<file path="config.mk">
export PLATFORM = sky130hd
export DESIGN_NAME = eaam_fifo
export DESIGN_NICKNAME = d
export VERILOG_FILES = /design/src/hw/rtl/eaam_pkg.sv /design/src/hw/rtl/eaam_fifo.sv
export SDC_FILE = /design/constraint.sdc
export NUM_CORES = 1
export LEC_CHECK = 0
export BUFFER_PORTS_ARGS = -buffer_cell sky130_fd_sc_hd__buf_4
export CORE_MARGIN = 2
export CORE_UTILIZATION = 38
export CTS_BUF_LIST = sky130_fd_sc_hd__clkbuf_2 sky130_fd_sc_hd__clkbuf_4 sky130_fd_sc_hd__clkbuf_8
export CTS_CLUSTER_SIZE = 20
export DETAILED_ROUTE_END_ITERATION = 7
export MAX_ROUTING_LAYER = met4
export PLACE_DENSITY = 0.61
export RECOVER_POWER = 25
export REMOVE_ABC_BUFFERS = 1
export SYNTH_ARGS = -nofsm -noshare
export SYNTH_HDL_FRONTEND = slang
export SYNTH_SLANG_ARGS = --single-unit
</file>
<file path="constraint.sdc">
create_clock -name clk -period 2 [get_ports clk]
set_input_delay 0.6 -clock clk [delete_from_list [all_inputs] [get_ports clk]]
set_output_delay 0.6 -clock clk [all_outputs]
set_load 0.01 [all_outputs]
</file>
<file path="src/hw/rtl/eaam_pkg.sv">
package eaam_pkg;

  localparam int CORDIC_STEPS           = 32;
  localparam int GUARD_BITS             = 2;
  localparam int ANGLE_BITS_DEF         = 16;
  localparam int TRIG_FRACTION_BITS_DEF = 16;
  localparam int FIFO_DEPTH             = 4;

  localparam logic [31:0] GAIN_Q32 = 32'd2608131496;
  localparam logic [1:0]  LAST_ROW = 2'd2;

  // Arc tangent of 2^-i in units of 2^32 per turn.
  function automatic logic [31:0] atan_entry(input int i);
    logic [31:0] a;
    case (i)
      0:       a = 32'h20000000;
      1:       a = 32'h12E4051E;
      2:       a = 32'h09FB385B;
      3:       a = 32'h051111D4;
      4:       a = 32'h028B0D43;
      5:       a = 32'h0145D7E1;
      6:       a = 32'h00A2F61E;
      7:       a = 32'h00517C55;
      8:       a = 32'h0028BE53;
      9:       a = 32'h00145F2F;
      10:      a = 32'h000A2F98;
      11:      a = 32'h000517CC;
      12:      a = 32'h00028BE6;
      13:      a = 32'h000145F3;
      14:      a = 32'h0000A2FA;
      15:      a = 32'h0000517D;
      16:      a = 32'h000028BE;
      17:      a = 32'h0000145F;
      18:      a = 32'h00000A30;
      19:      a = 32'h00000518;
      20:      a = 32'h0000028C;
      21:      a = 32'h00000146;
      22:      a = 32'h000000A3;
      23:      a = 32'h00000051;
      24:      a = 32'h00000029;
      25:      a = 32'h00000014;
      26:      a = 32'h0000000A;
      27:      a = 32'h00000005;
      28:      a = 32'h00000003;
      29:      a = 32'h00000001;
      30:      a = 32'h00000001;
      default: a = 32'h00000000;
    endcase
    return a;
  endfunction

  // CORDIC start value: the gain rounded to the working fraction width.
  function automatic logic [63:0] cordic_gain(input int work);
    logic [63:0] g;
    int          drop;
    drop = 32 - work;
    g    = 64'(GAIN_Q32);
    if (drop > 0) begin
      g = (g + (64'd1 << (drop - 1))) >> drop;
    end
    return g;
  endfunction

  // Keeps the top angle bits of a 16-bit binary angle.
  function automatic logic [15:0] angle_mask(input int ab);
    logic [15:0] m;
    if (ab >= 16) begin
      m = 16'hFFFF;
    end else begin
      m = ~16'((17'd1 << (16 - ab)) - 17'd1);
    end
    return m;
  endfunction

endpackage

</file>
<file path="src/hw/rtl/eaam_fifo.sv">
module eaam_fifo #(
  parameter int WIDTH = 8,
  parameter int DEPTH = eaam_pkg::FIFO_DEPTH
) (
  input  logic             clk,
  input  logic             rst_n,
  input  logic             push,
  input  logic [WIDTH-1:0] push_data,
  output logic             full,
  input  logic             pop,
  output logic [WIDTH-1:0] pop_data,
  output logic             empty
);

  localparam int AW = (DEPTH > 1) ? $clog2(DEPTH) : 1;
  localparam int CW = $clog2(DEPTH + 1);

  logic [WIDTH-1:0] mem_r [0:DEPTH-1];
  logic [AW-1:0]    wr_r, rd_r;
  logic [CW-1:0]    cnt_r;

  assign full     = (cnt_r == CW'(DEPTH));
  assign empty    = (cnt_r == '0);
  assign pop_data = mem_r[rd_r];

  always_ff @(posedge clk) begin
    if (push) begin
      mem_r[wr_r] <= push_data;
    end
  end

  always_ff @(posedge clk) begin
    if (!rst_n) begin
      wr_r  <= '0;
      rd_r  <= '0;
      cnt_r <= '0;
    end else begin
      if (push) begin
        wr_r <= (wr_r == AW'(DEPTH - 1)) ? '0 : wr_r + AW'(1);
      end
      if (pop) begin
        rd_r <= (rd_r == AW'(DEPTH - 1)) ? '0 : rd_r + AW'(1);
      end
      if (push && !pop) begin
        cnt_r <= cnt_r + CW'(1);
      end else if (pop && !push) begin
        cnt_r <= cnt_r - CW'(1);
      end
    end
  end

endmodule

</file>
==> flow_metrics.py <==
metrics = {
    "flow_run": {
        "drv_cap": 0,
    },
    "worst_setup_path": {
        "r2r_setup_slack_ns": 0.52,
        "end_kind": "primary output",
        "r2r_cells": 4,
        "cp.depth": 3,
        "crit_arrival_ns": 1.43,
        "worst_ep_required_time_ns": 1.40,
        "r2r-end": "cnt_r[2]",
        "path_buf_inv": 2,
        "endpoint": "pop_data[6]",
        "worstPathMaxFanout": 8,
        "worst_setup_path_start_kind": "flip-flop",
        "critical_path_class": "reg2out",
        "slowest_delay_ns": 0.52,
        "worstReg2RegStart": "cnt_r[0]",
        "cpMaxStageDelayCell": "mux4_2",
        "critPathTopFamily": "multiplexers",
        "crit_chain": "buf_12 > mux4_2 > buf_6",
    },
    "logic_synthesis": {
        "ys_seq_area_frac": 0.706,
        "avgSynthCellArea_sq_um": 18.8,
        "yosysMostFrequentCell": "edfxtp_1",
        "synth_area_sq_mm": 0.00162,
        "async_flop_share": 0,
        "yosysUniqueCellTypes": 20,
        "synth.area.top_cells": "edfxtp_1 (59%), dfxtp_1 (11%), mux4_2 (11%)",
        "ys_warn_count": 0,
        "ys_top_cells_by_count": "edfxtp_1 (32), dfxtp_1 (9), mux4_2 (8)",
        "synth_top_area_share": 0.595,
        "synthFlopType": "edfxtp_1",
        "synth-seq-cells": 41,
        "synthCells": 86,
        "yosysTopAreaCell": "edfxtp_1",
        "synth-edff-count": 32,
    },
    "timing": {
        "max_slew_margin": 0.691,
        "slew_viol_final": 0,
        "period_needed_ns": 2.03,
        "rsz0062_at_grt": "yes",
        "finClkSkew_ns": 0.00840,
        "hold_slack_ns": 0.507,
        "finalHoldViolCount": 0,
        "finalSetupViolCount": 8,
        "period_share": 1.02,
        "worst_slack_ns": -0.0309,
        "fmax_mhz": 492,
        "worst_pin_slew_ns": 0.464,
    },
    "clock_tree": {
        "cts-hold-fix-buffers": 0,
        "cts_made_buffers": 5,
        "cts_max_level": 2,
        "numClockSinks": 41,
        "post-cts-setup-buffers": 0,
        "cts_root_buf": "clkbuf_8",
        "clockBufferDepth": 2,
        "cts.reportedPaths.clkPinSlew_ns": 0.08,
        "clock_latency_ns": 0.29,
        "cts_resized": 10,
        "cts_tree": "done",
    },
    "cells_and_area": {
        "seq_area_sq_mm": 0.00114,
        "fin_nets": 136,
        "drive_above_1_share": 0.331,
        "final_core_util": 0.485,
        "multiInputGateArea_sq_um": 443,
        "fillers": 346,
        "area_delta_synth_final_pct": 21.9,
        "final_cells": 168,
        "antenna_cells": 0,
    },
    "drt": {
        "routedWlPerCell_um": 15.1,
        "first_iter_violations": 24,
        "drt_pass1_iterations": 4,
        "wl_mm": 2.53,
        "antenna_left": 0,
        "avgViaCountPerCell": 4.87,
        "dr_total_vias": 818,
        "route.detailed.drc": 0,
    },
    "global_routing": {
        "grt_antenna_before_repair": 0,
        "grt_pass1_vias": 866,
        "track_usage": 0.118,
        "grt_max_degree": 13,
        "grt_pass1_wl_mm": 4.04,
        "overflow": 0,
    },
    "worst_hold_path": {
        "hold_depth": 1,
        "min_path_type": "in2reg",
    },
    "pwr": {
        "vdd_drop_max_v": 0.000387,
        "p_leak_uw": 0.000719,
        "power_uw": 1780,
        "power.density_cell_area_mw_per_mm2": 902,
    },
    "placed_design": {
        "io_buffer_count": 21,
        "gp_congestion": 0.648,
        "hpwl_mm": 1.74,
        "placed_cells": 160,
    },
    "floorplanning": {
        "io_pins": 22,
        "start_util": 0.398,
        "die-height_um": 69.2,
        "die_w_um": 69.2,
        "core_area_sq_mm": 0.00406,
        "die_area_sq_mm": 0.00479,
        "rows": 23,
    },
    "run_status": {
        "violations": "setup timing",
        "outcome": "complete, but fails checks",
    },
}
==> kinds of logic after synthesis <==
family          count (synthesis)  share of synthesized area
flops                          41                      0.706
simple gates                   15                     0.0558
mux                            12                      0.136
fa+ha+maj                       7                     0.0589
buf+inv                         6                     0.0194
compound gates                  3                     0.0124
xor+xnor                        2                     0.0108
==> per-layer routing <==
metal / up-vias / track usage / part of all wire
met1: 405 / 0.122 / 0.40
met2: 21 / 0.193 / 0.52
met5: - / - / 0
met3: 5 / 0.0538 / 0.063
li1: 387 / - / -
met4: 0 / 0.0523 / 0.018
==> cells in the final DEF (no fill, tap or decap), types with 2 or more instances in the layout <==
| cell type | netlist | final |
|---|---|---|
| buf_6 | 1 | 8 |
| nor3_1 | 2 | 2 |
| mux4_2 | 8 | 8 |
| clkbuf_8 | 0 | 5 |
| mux2i_1 | 4 | 4 |
| buf_4 | 0 | 12 |
| clkinv_2 | 0 | 2 |
| nor2b_1 | 5 | 5 |
| dfxtp_2 | 0 | 2 |
| ha_1 | 6 | 6 |
| dfxtp_1 | 9 | 7 |
| and2_1 | 5 | 5 |
| inv_1 | 4 | 4 |
| edfxtp_1 | 32 | 32 |
| clkbuf_1 | 0 | 5 |
==> worst min path at each step <==
stage	start	to	slack, ns
2_1_floorplan	cnt_r[2]	cnt_r[2]	0.47
3_3_place_gp	cnt_r[2]	cnt_r[2]	0.49
3_5_place_dp	cnt_r[2]	cnt_r[2]	0.50
4_1_cts	push_data[4]	mem_r[1][4]	0.50
5_1_grt	push_data[4]	mem_r[1][4]	0.50
6_report	push_data[4]	mem_r[1][4]	0.51
==> where the power goes <==
group	total, uW	switching (uW)	internal [uW]
clock network	530	274	255
registers	1000	30.7	969
logic	246	105	141
total	1780	410	1370
==> final cells by class <==
class | instances | area share
clock inverter | 2 | 0.00508
inverter | 4 | 0.00762
sequential | 41 | 0.581
multi-input combinational | 39 | 0.225
timing repair buffer | 26 | 0.111
tap | 50 | 0.0318
clock buffer | 6 | 0.0388
==> state kept, by name (all words and copies together), names as in the netlist, named ones only <==
register / cells
wr_r: 2
cnt_r: 3
mem_r: 32
rd_r: 2
==> metrics by stage <==
step           cell area, sq um  worst slack [ns]  TNS [ns]
2_1_floorplan              1600             0.137         0
4_1_cts                    1990           -0.0526    -0.277
6_report                   1970           -0.0309    -0.126
3_3_place_gp               1870          -0.00150  -0.00150
5_1_grt                    1970           -0.0769    -0.503
3_5_place_dp               1870           -0.0757   -0.0757
Note: power is estimated with default switching activity, not from simulation.
